`config.mk`:
```
export PLATFORM = sky130hd
export DESIGN_NAME = csvs_sqrt_stage
export DESIGN_NICKNAME = d
export VERILOG_FILES = /design/src/design/csvs_sqrt_stage.sv
export SDC_FILE = /design/constraint.sdc
export NUM_CORES = 1
export LEC_CHECK = 0
export BUFFER_PORTS_ARGS = -buffer_cell sky130_fd_sc_hd__buf_2
export CORE_UTILIZATION = 44
export DETAILED_ROUTE_END_ITERATION = 12
export PLACE_DENSITY = 0.77
export SYNTH_ARGS = -nofsm -noshare
export SYNTH_HDL_FRONTEND = slang
export SYNTH_SLANG_ARGS = --single-unit
```
`constraint.sdc`:
```
create_clock -name clk -period 0.8 [get_ports clk]
set_input_delay 0 -clock clk [delete_from_list [all_inputs] [get_ports clk]]
set_output_delay 0 -clock clk [all_outputs]
set_load 0.02 [all_outputs]
```
`src/design/csvs_sqrt_stage.sv`:
```
// ----------------------------------------------------------------------------
// csvs_sqrt_stage
// One restoring square root step: one root bit per stage, two radicand bits.
// ----------------------------------------------------------------------------
module csvs_sqrt_stage #(
    parameter int RW = 20,
    parameter int SW = 1
) (
    input  logic            clk,
    input  logic            rst_n,
    input  logic            en,
    input  logic            valid_in,
    input  logic [2*RW-1:0] rad_in,
    input  logic [RW+1:0]   rem_in,
    input  logic [RW-1:0]   root_in,
    input  logic [SW-1:0]   side_in,
    output logic            valid_reg,
    output logic [2*RW-1:0] rad_reg,
    output logic [RW+1:0]   rem_reg,
    output logic [RW-1:0]   root_reg,
    output logic [SW-1:0]   side_reg
);
    logic [RW+3:0] rem_shift;
    logic [RW+4:0] trial;
    logic          borrow;
    logic [RW+1:0] rem_next;
    logic [RW-1:0] root_next;

    always_comb
    begin
        rem_shift = {rem_in, rad_in[2*RW-1:2*RW-2]};
        trial     = {1'b0, rem_shift} - {3'b000, root_in, 2'b01};
        borrow    = trial[RW+4];
        rem_next  = borrow ? rem_shift[RW+1:0] : trial[RW+1:0];
        root_next = {root_in[RW-2:0], ~borrow};
    end

    always_ff @(posedge clk or negedge rst_n)
    begin
        if (!rst_n)
        begin
            valid_reg <= 1'b0;
        end
        else if (en)
        begin
            valid_reg <= valid_in;
        end
    end

    always_ff @(posedge clk)
    begin
        if (en)
        begin
            rad_reg  <= {rad_in[2*RW-3:0], 2'b00};
            rem_reg  <= rem_next;
            root_reg <= root_next;
            side_reg <= side_in;
        end
    end
endmodule

```
## Word-level counts from Yosys, hierarchy flattened

Index checks and enable logic that the tools add are counted.

| word-level totals | value |
|---|---|
| register bits after elaboration | 82 |
| input bits | 87 |
| output and inout port bits | 84 |

| operators by class | value |
|---|---|
| $add $sub $neg | 1 |
| muxes and demuxes | 1 |
| bitwise operators | 1 |

Operators with widths:

| kind | number |
|---|---|
| $sub 24x22->25 | 1 |
| $mux 22 | 1 |
| $not 1->1 | 1 |

## Depth between registers and ports, before layout

| logic depth | value |
|---|---|
| depth in word-level cells | 2 |
| gate-level depth with buffers | 11 |
| gate-level depth less buffers | 9 |

## Worst setup path before layout

Ideal clock, no wire load.

| path | value |
|---|---|
| path kind | input to register |
| from | input root_in[0] |
| to | register rem_reg[10], data pin |
| setup time | 260 ps |
| arrival time | 1831 ps |
| slack | -1291 ps |
| stages on the path | 10 |
| path buffers | 1 |
| cells stage by stage | inv_1 -> ha_1 -> nor2b_4 -> o2111ai_2 -> a211oi_2 -> o2111a_4 -> nor2_8 -> inv_8 -> buf_12 -> mux2_4 |

| on the way | value |
|---|---|
| longest elaborated chain between the ends | 2 |

RTL lines:

| item | line | RTL |
|---|---|---|
| start: declaration | 15 | `input logic [RW-1:0] root_in,` |
| $sub 24x22->25 | 32 | `trial = {1'b0, rem_shift} - {3'b000, root_in, 2'b01};` |
| $mux 22 | 34 | `rem_next = borrow ? rem_shift[RW+1:0] : trial[RW+1:0];` |
| via rem_next[10] | 26 | `logic [RW+1:0] rem_next;` |
| end signal: assignment | 55 | `rem_reg <= rem_next;` |
| end: declaration | 19 | `output logic [RW+1:0] rem_reg,` |

The timed path passes the listed nets, and every way through them passes these cells.
A chain may end at the register's enable or synchronous reset.

## Worst setup path after layout

| path | value |
|---|---|
| from | input root_in[2] |
| to | register rem_reg[6], data pin |

The elaborated chain is that of the path after synthesis.

==> results.yml <==
logic_synthesis:
  netlist_area_um2: 4139
  ys_ff_latch: 82
  syn_avg_cell_area_um2: 13.27
  ys_seq_area_share_pct: 59.37
  synth_flop_cell: "edfxtp_1"
  synth_cell_types: 60
  synth_edf_count: 81
  yosys_warnings: 0
  synthCells: 312
  ys_async_sr_fraction_pct: 1.220
detailed_routing:
  drc: 0
  vias: 4200
  wl_mm: 16.25
  dr.pass1.iters: 5
  viasPerCell: 5.630
  antenna_left: 0
  wl_per_cell_um: 21.79
  drtIter0Drc: 323
global_route:
  grt_pass1_wl_mm: 19.38
  grt_max_degree: 29
  grt_usage_pct: 26.00
  grt_pass1_vias: 3800
  grt_overflow_total: 0
  antenna_found_initial: 0
run_status:
  status: "complete, but fails checks"
  violations: "hold timing, setup timing"
clock_network:
  clk_latency_ps: 360
  clk_pin_slew_ps: 90
  h-tree-depth: 3
  cts_buffer_depth: 2
  cts_tree: "yes"
  cts.sinks: 82
  cts_buffers: 9
  root_buffer: "clkbuf_8"
final_layout:
  diodes: 0
  layout_common_cells: "100 x buf_2, 81 x edfxtp_1, 79 x buf_4"
  nets: 738
  largest_reg_flops: 38
  drive_above_1_share_pct: 54.96
  syn2layout_area_growth_pct: 79.47
  final_cells: 746
  final_common_cell: "buf_2"
sta:
  drv_slew: 0
  timing.final.ws_setup_ps: -909.4
  hold_violations: 2
  rsz0062_at_grt: "yes"
  skew_ps: 0
  setup_viol: 105
  holdWs_ps: -16.01
  min_period_ps: 1709
  max_freq_ghz: 0.5850
  min_period_over_period_pct: 213.7
worst_hold_path:
  min_from: "rem_in[2]"
  hold_end: "rem_reg[4]"
  worstHoldPathCells: 2
  min_path_type: "primary input to flop"
setup_path:
  reg2regPathDepth: 1
  cp_max_fo: 7
  required_ps: 900
  cp-end-kind: "flop"
  arrival_ps: 1810
  startpoint: "root_in[2]"
  reg2reg_to: "valid_reg"
  r2r_setup_slack_ps: 0
  r2r-start: "valid_reg"
  startpoint_type: "primary input"
  worstSetupPathType: "primary input to flop"
die:
  die_h_um: 98.99
  start_util_pct: 45.01
  core_area_um2: 9196
  fp-row-count: 35
  io_pins: 171
  dieArea_um2: 9799
  dieWidth_um: 98.99
power:
  p_per_area_nw_per_um2: 1729
  max-vdd-ir-drop_uv: 1119
  power.total_mw: 12.84
  leakagePower_nw: 3.231
run:
  cap_violations: 0
placed_design:
  port_buffers: 168
  gp_congestion: 0.8721
  dpl.hpwl_mm: 7.974
  dp.cells: 653
[final cells by class]
type	instances	area, um^2
repair buffers	318	2626
flip-flops and latches	82	2459
multi-input cells	193	1898
fillers	462	1768
well taps	111	138.9
clock buffers	10	127.6
inverters	25	121.4
clock inverters	6	48.80
repair inverters	1	8.758
[critical path: stages]
cell	delay, ps
buf_8	100
inv_4	50
ha_4	200
a21o_1	220
a21oi_2	190
a211oi_2	110
o2111a_4	320
nor2_8	190
inv_8	90
mux2_4	320
[logic make-up (layout without fill, tap and decap cells)]
| kind of cell | after synthesis | count (layout) | synth area share [%] |
|---|---|---|---|
| other | 1 | 2 | 0.09060 |
| AO/OA/AOI/OAI | 74 | 74 | 13.51 |
| AND/OR/NAND/NOR | 72 | 72 | 9.462 |
| multiplexers | 12 | 12 | 3.900 |
| flip-flops | 82 | 82 | 59.37 |
| adder cells (fa/ha/maj) | 21 | 21 | 6.348 |
| XOR/XNOR | 12 | 12 | 2.539 |
| buffers and inverters | 38 | 360 | 4.776 |
[synth_stat cells (4+ instances only)]
library cell | number | area (um^2)
nor3_1 | 7 | 35.03
nor2_1 | 12 | 45.04
a21oi_1 | 12 | 60.06
o21ai_0 | 12 | 60.06
o21a_1 | 6 | 45.04
nand2_1 | 16 | 60.06
mux2_2 | 5 | 56.30
o31ai_1 | 7 | 52.55
edfxtp_1 | 81 | 2432
and3_1 | 4 | 25.02
ha_1 | 21 | 262.8
inv_1 | 24 | 90.09
a31oi_1 | 4 | 25.02
o211ai_1 | 4 | 30.03
nand3_1 | 15 | 75.07
a21boi_0 | 5 | 37.54
xnor2_1 | 8 | 70.07
xor2_1 | 4 | 35.03
mux2_4 | 7 | 105.1
[where the power goes]
part	internal [mW]	switching (mW)	leakage, nW
Clock	1.16	1.80	0.0795
Combinational	2.26	2.16	2.35
Sequential	5.25	0.219	0.804
[repair_timing]
| action | 4_1_cts | 5_1_grt |
|---|---|---|
| resized for setup | 55 | 147 |
| endpoints found under the hold margin | 71 | 6 |
| pin swaps | 12 | 23 |
| gates cloned | 1 | 0 |
| setup buffers | 5 | 7 |
| setup endpoints to repair | 105 | 106 |
| hold buffers | 64 | 2 |
[worst max path at each step]
| stage | to | slack [ps] | cells after the start |
|---|---|---|---|
| 6_report | rem_reg[6] | -910 | 10 |
| 5_1_grt | rem_reg[6] | -910 | 10 |
| 4_1_cts | rem_reg[6] | -810 | 10 |
| 3_5_place_dp | rem_reg[6] | -1320 | 10 |
| 3_3_place_gp | rem_reg[3] | -1270 | 10 |
| 2_1_floorplan | rem_reg[10] | -1160 | 10 |
[per-layer routing]
layer | vias to the layer above | routed length, um | GRT usage [%]
li1 | 1828 | - | -
met1 | 2032 | 6142 | 31.71
met2 | 265 | 8166 | 46.26
met3 | 75 | 1187 | 5.816
met4 | 0 | 758 | 7.118
met5 | - | 0 | 0
[per-stage QoR]
step | area (um^2) | TNS, ps | util [%] | worst slack (ps) | hold slack (ps)
CTS | 6827 | -25040 | 74.23 | -806.4 | -44.12
global placement | 5787 | -27180 | 62.93 | -1267 | -225.0
finish | 7428 | -28390 | 80.78 | -909.4 | -16.01
detailed placement | 5787 | -27940 | 62.93 | -1316 | -224.3
floorplan | 4360 | -23180 | - | -1162 | -295.6
global route | 7428 | -30930 | 80.78 | -913.0 | -27.60
Note: power is estimated with default switching activity, not from simulation.
